`config.mk`:
```
export PLATFORM = sky130hd
export DESIGN_NAME = utf8_to_cp1252_transcoder
export DESIGN_NICKNAME = d
export VERILOG_FILES = /design/src/hw/rtl/u2c_pkg.sv /design/src/hw/rtl/u2c_front.sv /design/src/hw/rtl/u2c_queue.sv /design/src/hw/rtl/u2c_back.sv /design/src/hw/rtl/utf8_to_cp1252_transcoder.sv
export SDC_FILE = /design/constraint.sdc
export NUM_CORES = 1
export LEC_CHECK = 0
export ABC_CLOCK_PERIOD_IN_PS = 3750
export BUFFER_PORTS_ARGS = -buffer_cell sky130_fd_sc_hd__buf_2
export CORE_MARGIN = 4
export CORE_UTILIZATION = 50
export DETAILED_ROUTE_END_ITERATION = 6
export HOLD_SLACK_MARGIN = 0.05
export PLACE_DENSITY = 0.82
export SLEW_MARGIN = 20
export SYNTH_ARGS = -nofsm -noshare
export SYNTH_HDL_FRONTEND = slang
export SYNTH_SLANG_ARGS = --single-unit
```
`constraint.sdc`:
```
create_clock -name clk -period 3.75 [get_ports clk]
set_clock_uncertainty 0.05 [all_clocks]
set_input_delay 0 -clock clk [delete_from_list [all_inputs] [get_ports clk]]
set_output_delay 0 -clock clk [all_outputs]
set_load 0.01 [all_outputs]
```
`src/hw/rtl/u2c_pkg.sv`:
```
// ----------------------------------------------------------------------------
// u2c_pkg
// Shared types, constants and the code point to Windows-1252 map.
// ----------------------------------------------------------------------------
package u2c_pkg;

  localparam int unsigned CP_W = 21;

  localparam logic [7:0]      QMARK     = 8'h3F;
  localparam logic [CP_W-1:0] CP_QMARK  = 21'h00003F;
  localparam logic [CP_W-1:0] C1_LO     = 21'h000080;
  localparam logic [CP_W-1:0] C1_HI     = 21'h00009F;
  localparam logic [CP_W-1:0] LATIN1_HI = 21'h0000FF;

  // One finished code point on its way to the back end.
  typedef struct packed {
    logic [CP_W-1:0] cp;
    logic            last;
  } u2c_item_t;

  // Queue occupancy flags.
  typedef struct packed {
    logic full;
    logic empty;
  } u2c_qstat_t;

  // Front end status.
  typedef struct packed {
    logic busy;   // inside a multi-byte sequence
  } u2c_fstat_t;

  function automatic logic [7:0] to_cp1252(input logic [CP_W-1:0] cp);
    logic [7:0] res;
    if (cp >= C1_LO && cp <= C1_HI) begin
      res = QMARK;
    end else if (cp <= LATIN1_HI) begin
      res = cp[7:0];
    end else begin
      unique case (cp)
        21'h0020AC: res = 8'd128;
        21'h00201A: res = 8'd130;
        21'h000192: res = 8'd131;
        21'h00201E: res = 8'd132;
        21'h002026: res = 8'd133;
        21'h002020: res = 8'd134;
        21'h002021: res = 8'd135;
        21'h0002C6: res = 8'd136;
        21'h002030: res = 8'd137;
        21'h000160: res = 8'd138;
        21'h002039: res = 8'd139;
        21'h000152: res = 8'd140;
        21'h00017D: res = 8'd142;
        21'h002018: res = 8'd145;
        21'h002019: res = 8'd146;
        21'h00201C: res = 8'd147;
        21'h00201D: res = 8'd148;
        21'h002022: res = 8'd149;
        21'h002013: res = 8'd150;
        21'h002014: res = 8'd151;
        21'h0002DC: res = 8'd152;
        21'h002122: res = 8'd153;
        21'h000161: res = 8'd154;
        21'h00203A: res = 8'd155;
        21'h000153: res = 8'd156;
        21'h00017E: res = 8'd158;
        21'h000178: res = 8'd159;
        default:    res = QMARK;
      endcase
    end
    return res;
  endfunction

endpackage

```
`src/hw/rtl/u2c_front.sv`:
```
// ----------------------------------------------------------------------------
// u2c_front
// UTF-8 byte decoder: assembles code points and pushes finished ones.
// ----------------------------------------------------------------------------
module u2c_front
  import u2c_pkg::*;
(
  input  logic       clk,
  input  logic       rst_n,
  input  logic       in_valid,
  output logic       in_ready,
  input  logic [7:0] in_byte,
  input  logic       in_end,
  input  logic       q_full,
  output logic       push,
  output u2c_item_t  push_item,
  output u2c_fstat_t fstat
);

  logic [CP_W-1:0] partial_r, partial_nxt;
  logic [1:0]      remain_r, remain_nxt;
  logic [CP_W-1:0] cp_new;
  logic [1:0]      rem_new;
  logic            accept;
  logic            done;

  assign in_ready = !q_full;
  assign accept   = in_valid && in_ready;

  always_comb begin
    if (remain_r != 2'd0) begin
      cp_new  = {partial_r[CP_W-7:0], in_byte[5:0]};
      rem_new = remain_r - 2'd1;
    end else if (in_byte[7:5] == 3'b110) begin
      cp_new  = CP_W'(in_byte[4:0]);
      rem_new = 2'd1;
    end else if (in_byte[7:4] == 4'b1110) begin
      cp_new  = CP_W'(in_byte[3:0]);
      rem_new = 2'd2;
    end else if (in_byte[7:3] == 5'b11110) begin
      cp_new  = CP_W'(in_byte[2:0]);
      rem_new = 2'd3;
    end else begin
      // ASCII or stray byte: complete on its own
      cp_new  = CP_W'(in_byte);
      rem_new = 2'd0;
    end
  end

  assign done = (rem_new == 2'd0);

  // end inside a sequence gives '?', which the map passes unchanged
  assign push           = accept && (done || in_end);
  assign push_item.cp   = done ? cp_new : CP_QMARK;
  assign push_item.last = in_end;

  always_comb begin
    partial_nxt = partial_r;
    remain_nxt  = remain_r;
    if (accept) begin
      if (done || in_end) begin
        partial_nxt = '0;
        remain_nxt  = 2'd0;
      end else begin
        partial_nxt = cp_new;
        remain_nxt  = rem_new;
      end
    end
  end

  always_ff @(posedge clk) begin
    if (!rst_n) begin
      partial_r <= '0;
      remain_r  <= 2'd0;
    end else begin
      partial_r <= partial_nxt;
      remain_r  <= remain_nxt;
    end
  end

  assign fstat.busy = (remain_r != 2'd0);

endmodule

```
`src/hw/rtl/u2c_queue.sv`:
```
// ----------------------------------------------------------------------------
// u2c_queue
// Small FIFO of decoded code points between front and back end.
// ----------------------------------------------------------------------------
module u2c_queue
  import u2c_pkg::*;
#(
  parameter int unsigned DEPTH = 2
)(
  input  logic      clk,
  input  logic      rst_n,
  input  logic      push,
  input  u2c_item_t push_item,
  input  logic      pop,
  output u2c_item_t head,
  output u2c_qstat_t qstat
);

  localparam int unsigned PW = (DEPTH > 1) ? $clog2(DEPTH) : 1;
  localparam int unsigned CW = $clog2(DEPTH + 1);
  localparam logic [PW-1:0] LAST_PTR = PW'(DEPTH - 1);
  localparam logic [CW-1:0] FULL_CNT = CW'(DEPTH);

  u2c_item_t mem [DEPTH];

  logic [PW-1:0] wr_ptr_r, wr_ptr_nxt;
  logic [PW-1:0] rd_ptr_r, rd_ptr_nxt;
  logic [CW-1:0] count_r, count_nxt;

  always_comb begin
    wr_ptr_nxt = wr_ptr_r;
    rd_ptr_nxt = rd_ptr_r;
    count_nxt  = count_r;
    if (push) begin
      wr_ptr_nxt = (wr_ptr_r == LAST_PTR) ? '0 : wr_ptr_r + 1'b1;
    end
    if (pop) begin
      rd_ptr_nxt = (rd_ptr_r == LAST_PTR) ? '0 : rd_ptr_r + 1'b1;
    end
    if (push && !pop) begin
      count_nxt = count_r + 1'b1;
    end else if (pop && !push) begin
      count_nxt = count_r - 1'b1;
    end
  end

  always_ff @(posedge clk) begin
    if (!rst_n) begin
      wr_ptr_r <= '0;
      rd_ptr_r <= '0;
      count_r  <= '0;
    end else begin
      wr_ptr_r <= wr_ptr_nxt;
      rd_ptr_r <= rd_ptr_nxt;
      count_r  <= count_nxt;
    end
  end

  always_ff @(posedge clk) begin
    if (push) begin
      mem[wr_ptr_r] <= push_item;
    end
  end

  assign head        = mem[rd_ptr_r];
  assign qstat.full  = (count_r == FULL_CNT);
  assign qstat.empty = (count_r == '0);

endmodule

```
`src/hw/rtl/u2c_back.sv`:
```
// ----------------------------------------------------------------------------
// u2c_back
// Maps queued code points to Windows-1252 into the output register.
// ----------------------------------------------------------------------------
module u2c_back
  import u2c_pkg::*;
(
  input  logic       clk,
  input  logic       rst_n,
  input  u2c_item_t  head,
  input  u2c_qstat_t qstat,
  output logic       pop,
  output logic       out_valid,
  input  logic       out_ready,
  output logic [7:0] out_byte,
  output logic       out_end
);

  logic       out_valid_r, out_valid_nxt;
  logic [7:0] out_byte_r;
  logic       out_end_r;
  logic       load;

  assign load = !out_valid_r || out_ready;
  assign pop  = load && !qstat.empty;

  always_comb begin
    out_valid_nxt = out_valid_r;
    if (load) begin
      out_valid_nxt = !qstat.empty;
    end
  end

  always_ff @(posedge clk) begin
    if (!rst_n) begin
      out_valid_r <= 1'b0;
    end else begin
      out_valid_r <= out_valid_nxt;
    end
  end

  always_ff @(posedge clk) begin
    if (pop) begin
      out_byte_r <= to_cp1252(head.cp);
      out_end_r  <= head.last;
    end
  end

  assign out_valid = out_valid_r;
  assign out_byte  = out_byte_r;
  assign out_end   = out_end_r;

endmodule

```
`src/hw/rtl/utf8_to_cp1252_transcoder.sv`:
```
// ----------------------------------------------------------------------------
// utf8_to_cp1252_transcoder
// UTF-8 byte stream in, one Windows-1252 byte out per finished code point.
// ----------------------------------------------------------------------------
// Input channel (in_valid/in_ready): one UTF-8 byte per item, in_end marks
// the last byte of a string. Output channel (out_valid/out_ready): one
// Windows-1252 byte per finished code point, out_end marks the end.
// Lead and continuation bytes of a multi-byte sequence give no output until
// the sequence completes; a string that ends mid-sequence gives '?' + end.
// Throughput: one item per cycle, sustained, while the receiver keeps up.
// The decoder writes each finished code point into the queue at the accepting
// edge; the code map then loads it into the output register, raising out_valid.
// When the receiver stalls, the queue (QUEUE_DEPTH entries) and the output
// register absorb items; in_ready drops only once the queue is full.
// Reset (rst_n low, synchronous) clears the decoder state, empties the queue
// and drops out_valid. No clearing pass is needed.
// ----------------------------------------------------------------------------
module utf8_to_cp1252_transcoder
  import u2c_pkg::*;
#(
  parameter int unsigned QUEUE_DEPTH = 2
)(
  input  logic       clk,
  input  logic       rst_n,
  input  logic       in_valid,
  output logic       in_ready,
  input  logic [7:0] in_byte,
  input  logic       in_end,
  output logic       out_valid,
  input  logic       out_ready,
  output logic [7:0] out_byte,
  output logic       out_end
);

  logic       push;
  logic       pop;
  u2c_item_t  push_item;
  u2c_item_t  head;
  u2c_qstat_t qstat;
  u2c_fstat_t fstat;

  // front: byte decoder, holds the partial code point
  u2c_front u_front (
    .clk       (clk),
    .rst_n     (rst_n),
    .in_valid  (in_valid),
    .in_ready  (in_ready),
    .in_byte   (in_byte),
    .in_end    (in_end),
    .q_full    (qstat.full),
    .push      (push),
    .push_item (push_item),
    .fstat     (fstat)
  );

  // decouples the decoder from the output stall
  u2c_queue #(
    .DEPTH (QUEUE_DEPTH)
  ) u_queue (
    .clk       (clk),
    .rst_n     (rst_n),
    .push      (push),
    .push_item (push_item),
    .pop       (pop),
    .head      (head),
    .qstat     (qstat)
  );

  // back: code map and output register
  u2c_back u_back (
    .clk       (clk),
    .rst_n     (rst_n),
    .head      (head),
    .qstat     (qstat),
    .pop       (pop),
    .out_valid (out_valid),
    .out_ready (out_ready),
    .out_byte  (out_byte),
    .out_end   (out_end)
  );

`ifndef ASSERT_OFF
  // an item with the end mark always leaves the decoder idle
  a_end_clears: assert property (@(posedge clk) disable iff (!rst_n)
    (in_valid && in_ready && in_end) |=> !fstat.busy)
    else $error("decoder still in a sequence after end item");

  // a queued item moves into a free output register at once
  a_drain: assert property (@(posedge clk) disable iff (!rst_n)
    (!qstat.empty && (!out_valid || out_ready)) |=> out_valid)
    else $error("queued item not moved to output");

  // queue can never be both full and empty
  a_qstat: assert property (@(posedge clk) disable iff (!rst_n)
    !(qstat.full && qstat.empty))
    else $error("queue flags inconsistent");

  // reset empties the queue and the output register and leaves the decoder idle
  a_reset: assert property (@(posedge clk)
    !rst_n |=> (!out_valid && qstat.empty && !fstat.busy))
    else $error("state not cleared by reset");
`endif

endmodule

```
==> results of run 1 <==
[critical path, cell delays in order, from the launching register on]
cell	delay (ps)
dfxtp_1	360
buf_12	230
nor4_2	100
a22oi_2	470
a311oi_1	180
a211o_1	350
a2111oi_2	480
nand3_1	170
o21bai_1	180
[Yosys cell counts, drive strengths merged (10+ instances only)]
cell type and instances:
nand2b 12, a22oi 15, and2 24, o21ai 16, a21oi 16, dfxtp 23, nor2b 22, nand2 25
nor3 10, edfxtp 53, nor2 24
[layer usage]
layer / up-vias / routed length, microns / global-route usage, %
met4: 0 / 281 / 7.46
met2: 154 / 4520 / 32.0
li1: 1590 / - / -
met3: 23 / 508 / 4.00
met5: - / 0 / 0
met1: 1560 / 4230 / 26.5
[sequential cells by signal (all words and copies together) (netlist names), named ones only]
signal,cells
u_back.out_byte,8
u_back.out_end,1
u_back.out_valid,1
u_front.partial_r,15
u_front.remain_r,2
u_queue.count_r,2
u_queue.mem,44
u_queue.rd_ptr_r,1
u_queue.wr_ptr_r,1
[power by group]
part           total, W  internal, W  switching [W]
Clock          0.000656     0.000366       0.000289
Combinational  0.000622     0.000239       0.000383
Sequential      0.00109      0.00102      0.0000749
[cells by family after synthesis]
group | count (synthesis) | synth area share [%]
adders and majority gates | 1 | 0.299
buffers and inverters | 20 | 2.57
and+or+nand+nor | 180 | 26.0
muxes | 7 | 1.74
xor gates and xnor gates | 7 | 1.47
AOI/OAI and AO/OA | 105 | 18.8
DFF | 76 | 49.1
[worst paths after layout]
check / from / to / slack (ps) / depth (start not counted)
setup reg to reg: flop / u_back.out_byte[7] / 900 / 8
hold reg to reg: u_front.partial_r[14] / u_front.partial_r[14] / 480 / 2
setup / recovery: flop / u_back.out_byte[7] / 900 / 8
hold / removal: in_byte[6] / u_queue.mem[0][7] / 100 / 3
[cell type report]
class / count / area (sq um) / share of cell area, %
timing repair buffer: 39 / 275 / 5.84
multi-input combinational: 300 / 2030 / 43.0
tap: 105 / 131 / 2.79
sequential: 76 / 2050 / 43.5
clock buffer: 11 / 163 / 3.45
clock inverter: 5 / 55.1 / 1.17
inverter: 3 / 11.3 / 0.239
[through the flow]
stage / setup WS, ps / hold WS, ps / area (sq um) / instances
2_1_floorplan: 252 / 48.9 / 4180 / 396
3_3_place_gp: 1030 / 228 / 4390 / 512
3_5_place_dp: 1000 / 247 / 4390 / 512
4_1_cts: 990 / 64.1 / 4710 / 539
5_1_grt: 739 / 99.5 / 4710 / 539
6_report: 903 / 104 / 4710 / 539
[what timing repair did]
action	in CTS	in global routing
endpoints found under the setup margin	0	0
hold endpoints to repair	37	0
resized for setup	0	0
hold buffers	11	0
==> flow_metrics.py, run 1 <==
metrics = {
    "power": {
        "leakagePower_nw": 1.57,
        "power.density_nw_per_um2": 503,
        "ir_drop_uv": 371,
        "p_total_w": 0.00237,
    },
    "synthesis": {
        "ys_ff_latch": 76,
        "async_flop_share_pct": 0,
        "synth_warnings": 0,
        "yosysTopAreaCell": "edfxtp_1",
        "synth_fp_nets": 410,
        "synth.avg_cell_area_sq_um": 10.6,
        "synth_top_area_share_pct": 38.1,
        "synth_edf_count": 53,
        "synth_area_sq_um": 4180,
        "synth_cells": 396,
        "ys.flop_type": "edfxtp_1",
        "synth.area.top_cells": "edfxtp_1 (38%), dfxtp_1 (11%), and2_1 (3.6%), nor2b_1 (3.3%), a22oi_1 (2.5%)",
        "yosysSeqAreaShare_pct": 49.1,
        "ys_types": 73,
    },
    "cells_and_area": {
        "final_common_cell": "edfxtp_1",
        "fillers": 694,
        "most-common-layout-cells": "edfxtp_1 (53), nand2_1 (25), and2_1 (24)",
        "antenna_cells": 0,
        "synthToLayoutAreaGrowth_pct": 12.8,
        "nets": 443,
        "drive_above_1_share_pct": 15.4,
        "fin_util_pct": 57.7,
    },
    "clocking": {
        "cts_buffer_depth": 2,
        "clk_pin_slew_ps": 80,
        "cts_made_buffers": 9,
        "post-cts-setup-buffer-count": 0,
        "ctsHtreeMaxLevel": 3,
        "cts_tree": "yes",
        "clkSinkCount": 76,
        "ctsRootBufferMaster": "clkbuf_8",
        "clk_latency_ps": 330,
    },
    "timing": {
        "maxSlewViolCount": 0,
        "setup_viol": 0,
        "max_freq_mhz": 351,
        "fin_crit_ps": 2850,
        "post-route-period-util_pct": 75.9,
        "hold_viol_final": 0,
        "setup_tns_ps": 0,
        "max_slew.worst_pin.slew_ps": 740,
        "relSlewSlack_pct": 50.5,
        "rsz0062_at_grt": "false",
    },
    "min_path": {
        "min_path_type": "in2reg",
    },
    "drt": {
        "dr.pass1.iters": 5,
        "viasPerCell": 6.17,
        "final_antenna_net_count": 0,
        "drt-initial-drc-count": 251,
        "drt_wl_total_mm": 9.54,
        "vias": 3327,
        "drc": 0,
        "post_drt_wl_per_cell_microns": 17.7,
    },
    "grt": {
        "grt_max_degree": 60,
        "grt_pass1_vias": 3145,
        "grt_pass1_wl_mm": 15.5,
        "antenna_found_initial": 0,
        "grt_usage_pct": 19.8,
        "grt-ovfl-total": 0,
    },
    "place": {
        "place.gp.congestion": 1.01,
        "port-buffer-count": 23,
        "dp_hpwl_mm": 6.99,
    },
    "setup_path": {
        "end_kind": "flop",
        "worstPathArrival_ps": 2880,
        "startpoint_type": "flop",
        "path_class": "reg2reg",
        "critPathMaxFanout": 59,
        "required_ps": 3780,
    },
    "floorplan": {
        "num_rows": 33,
        "core_area_sq_um": 8180,
        "die_width_microns": 99.4,
        "io_pins": 24,
        "dieHeight_microns": 99.4,
        "dieArea_sq_um": 9890,
        "start_util_pct": 51.1,
    },
    "run": {
        "max-cap-violations": 0,
    },
    "run_status": {
        "status": "finished, final reports clean",
    },
}
(Power assumes the default switching activity.)
==> run 2: changes to the inputs <==
--- a/config.mk
+++ b/config.mk
@@ -5,13 +5,14 @@
 export SDC_FILE = /design/constraint.sdc
 export NUM_CORES = 1
 export LEC_CHECK = 0
-export ABC_CLOCK_PERIOD_IN_PS = 3750
+export ABC_AREA = 1
+export ABC_CLOCK_PERIOD_IN_PS = 2700
 export BUFFER_PORTS_ARGS = -buffer_cell sky130_fd_sc_hd__buf_2
 export CORE_MARGIN = 4
 export CORE_UTILIZATION = 50
 export DETAILED_ROUTE_END_ITERATION = 6
 export HOLD_SLACK_MARGIN = 0.05
-export PLACE_DENSITY = 0.82
+export PLACE_DENSITY = 0.79
 export SLEW_MARGIN = 20
 export SYNTH_ARGS = -nofsm -noshare
 export SYNTH_HDL_FRONTEND = slang
==> constraint.sdc (replaced) <==
create_clock -name clk -period 2.7 [get_ports clk]
set_clock_uncertainty 0.05 [all_clocks]
set_input_delay 0 -clock clk [delete_from_list [all_inputs] [get_ports clk]]
set_output_delay 0 -clock clk [all_outputs]
set_load 0.01 [all_outputs]
==> run 2 against run 1 <==
Compared with the run above:
- die area is 1.8% higher
- clock power is 51% higher
- non-clock buffer count is 1 lower
- utilization is 0.53 points higher
- cell count is 31% higher
- design area is 1.9% higher
- via count is 6.0% higher
- worst hold slack worse by 18 ps
- sequential share of layout area is 0.80 points lower
- count of clock-buffer cells in the layout stayed put
- highest routed layer unchanged
==> flow_metrics.py, run 2 <==
metrics = {
    "run_status": {
        "status": "finished, final reports clean",
    },
    "clocking": {
        "cts_made_buffers": 9,
        "clk_pin_slew_ps": 80,
        "cts_buffer_depth": 2,
        "clkSinkCount": 76,
        "ctsRootBufferMaster": "clkbuf_8",
        "ctsHtreeMaxLevel": 3,
        "cts_tree": "yes",
        "clk_latency_ps": 340,
    },
    "synthesis": {
        "synth.area.top_cells": "edfxtp_1 (37%), nand2_1 (14%), dfxtp_1 (11%), nor2_1 (7.3%), inv_1 (6.6%)",
        "synth_cells": 555,
        "ys_ff_latch": 76,
        "ys_types": 36,
        "yosysSeqAreaShare_pct": 48.2,
        "synth_fp_nets": 569,
        "ys.flop_type": "edfxtp_1",
        "synth_edf_count": 53,
        "ys_top_cells_by_count": "nand2_1 (157), nor2_1 (83), inv_1 (75), edfxtp_1 (53), nand3_1 (30)",
        "yosysTopAreaCell": "edfxtp_1",
        "synth_most_common_cell": "nand2_1",
        "synth_warnings": 0,
        "synth_area_sq_um": 4260,
        "synth_top_area_share_pct": 37.4,
        "synth.avg_cell_area_sq_um": 7.68,
        "async_flop_share_pct": 0,
    },
    "drt": {
        "post_drt_wl_per_cell_microns": 12.8,
        "drt-initial-drc-count": 191,
        "dr.pass1.iters": 5,
        "drc": 0,
        "drt_wl_total_mm": 9.03,
        "vias": 3525,
        "final_antenna_net_count": 0,
        "viasPerCell": 5.01,
    },
    "setup_path": {
        "path_class": "reg2reg",
        "cpPeakStageDelay_ps": 370,
        "worstPathArrival_ps": 2610,
        "path_cells": "nor2_2 -> inv_2 -> nor2_2 -> a21oi_1 -> o21ai_1 -> a21oi_2 -> ha_1 -> a21oi_1 -> o21ai_0 -> o21ai_0 -> a21oi_1",
        "required_ps": 2890,
        "startpoint_type": "flop",
        "cp.depth": 11,
        "rr_worst_depth": 11,
        "critPathTopFamily": "compound AO/OA/AOI/OAI gates",
        "crit_path_frequent_cell": "a21oi_1",
        "crit_buf_inv": 1,
        "critPathMaxFanout": 9,
        "crit_slowest_cell": "dfxtp_1",
        "end_kind": "flop",
    },
    "power": {
        "p_seq_share_pct": 40.8,
        "p_total_w": 0.00370,
        "power.density_nw_per_um2": 770,
        "switchingPower_w": 0.00135,
        "power.share.switching_pct": 36.5,
        "combinationalPowerShare_pct": 32.4,
        "leakagePower_nw": 2.17,
        "p_int_w": 0.00235,
        "power_frac_clock_pct": 26.8,
        "ir_drop_uv": 523,
    },
    "grt": {
        "antenna_found_initial": 0,
        "grt_pass1_vias": 3463,
        "grt_max_degree": 27,
        "grt_usage_pct": 19.4,
        "grt_pass1_wl_mm": 15.5,
        "grt-ovfl-total": 0,
    },
    "timing": {
        "worst_slack_ps": 275,
        "relSlewSlack_pct": 63.2,
        "setup_viol": 0,
        "max_slew.worst_pin.slew_ps": 549,
        "max_freq_mhz": 412,
        "rsz0062_at_grt": "false",
        "fin_crit_ps": 2420,
        "hold_viol_final": 0,
        "maxSlewViolCount": 0,
        "post-route-period-util_pct": 89.8,
    },
    "cells_and_area": {
        "largest_register": "u_queue.mem",
        "antenna_cells": 0,
        "fillers": 716,
        "synthToLayoutAreaGrowth_pct": 12.8,
        "most-common-layout-cells": "nand2_1 (157), nor2_1 (82), inv_1 (75), edfxtp_1 (53), nand3_1 (30)",
        "drive_above_1_share_pct": 19.7,
        "final_common_cell": "nand2_1",
        "largest_register_ffs": 44,
        "nets": 608,
    },
    "place": {
        "port-buffer-count": 23,
        "dp_slack_ps": 264,
        "dp_hpwl_mm": 6.88,
        "place.gp.congestion": 0.993,
    },
    "min_path": {
        "min_path_type": "in2reg",
        "min_path_cells": 4,
    },
    "floorplan": {
        "core_area_sq_um": 8260,
        "dieHeight_microns": 100,
        "die_width_microns": 100,
        "num_rows": 33,
        "start_util_pct": 51.6,
        "io_pins": 24,
        "dieArea_sq_um": 10100,
    },
    "run": {
        "max-cap-violations": 0,
    },
}
-- run 2: changes by cell type in the layout (fill, tap and decap cells not counted), moves of 14 or more --
| cell | before | now |
|---|---|---|
| a22oi_1 | 14 | 0 |
| and2_1 | 24 | 0 |
| inv_1 | 3 | 75 |
| nand2_1 | 25 | 157 |
| nand2_2 | 0 | 25 |
| nand3_1 | 9 | 30 |
| nor2_1 | 23 | 82 |
| nor2b_1 | 22 | 1 |
-- run 2: kinds of logic after synthesis --
logic type	Yosys count	synth area share, %
AOI/OAI and AO/OA	47	6.55
adders and majority gates	1	0.294
and+or+nand+nor	331	35.0
DFF	76	48.2
buffers and inverters	99	9.75
xor gates and xnor gates	1	0.206
-- run 2: power by group through the flow --
stage | clock (W) | sequential [W] | combinational [W]
after floorplan | 0 | 0.00152 | 0.000961
after global placement | 0 | 0.00152 | 0.00116
after detailed placement | 0 | 0.00153 | 0.00119
after CTS | 0.00100 | 0.00151 | 0.00120
after global routing | 0.00108 | 0.00153 | 0.00136
final | 0.000992 | 0.00151 | 0.00120
-- run 2: final cells by class --
class	instances	area (sq um)	share of cell area, %
flip-flops and latches	76	2050	42.7
clock buffers	11	153	3.18
inverters	89	339	7.06
repair buffers	38	250	5.21
well taps	105	131	2.73
multi-input cells	380	1800	37.4
clock inverters	5	82.6	1.72
-- run 2: repair_timing --
item / 4_1_cts / 5_1_grt
hold buffers: 9 / 0
endpoints found under the hold margin: 23 / 0
endpoints found under the setup margin: 0 / 1
buffers inserted: 0 / 0
gates resized for setup: 0 / 1
-- run 2: through the flow --
stage	util (%)	cells	TNS, ps	hold WS, ps	instance area [sq um]
after floorplan	-	555	-50.8	48.9	4260
after global placement	54.2	679	0	171	4480
after detailed placement	54.2	679	0	169	4480
after CTS	58.2	704	0	66.7	4800
after global routing	58.2	704	0	104	4800
final	58.2	704	0	86.1	4800
-- run 2: layer usage --
metal	track usage (%)	up-vias	share of wire (%)
met4	7.88	0	2.9
met2	32.3	91	49
met1	24.6	1595	44
met5	0	-	0
met3	3.89	23	3.9
li1	-	1816	-
-- run 2: worst paths after layout --
check	startpoint	endpoint	slack, ps
max	u_front.remain_r[0]	u_queue.count_r[1]	280
min	in_valid	u_front.partial_r[4]	90
max reg2reg	u_front.remain_r[0]	u_queue.count_r[1]	280
min reg2reg	u_front.partial_r[10]	u_front.partial_r[10]	420
-- run 2: worst register-to-register path, cell delays in order (launching register included) --
cell,delay (ps)
dfxtp_1,370
nor2_2,230
inv_2,140
nor2_2,170
a21oi_1,80
o21ai_1,320
a21oi_2,140
ha_1,340
a21oi_1,110
o21ai_0,120
o21ai_0,190
a21oi_1,60
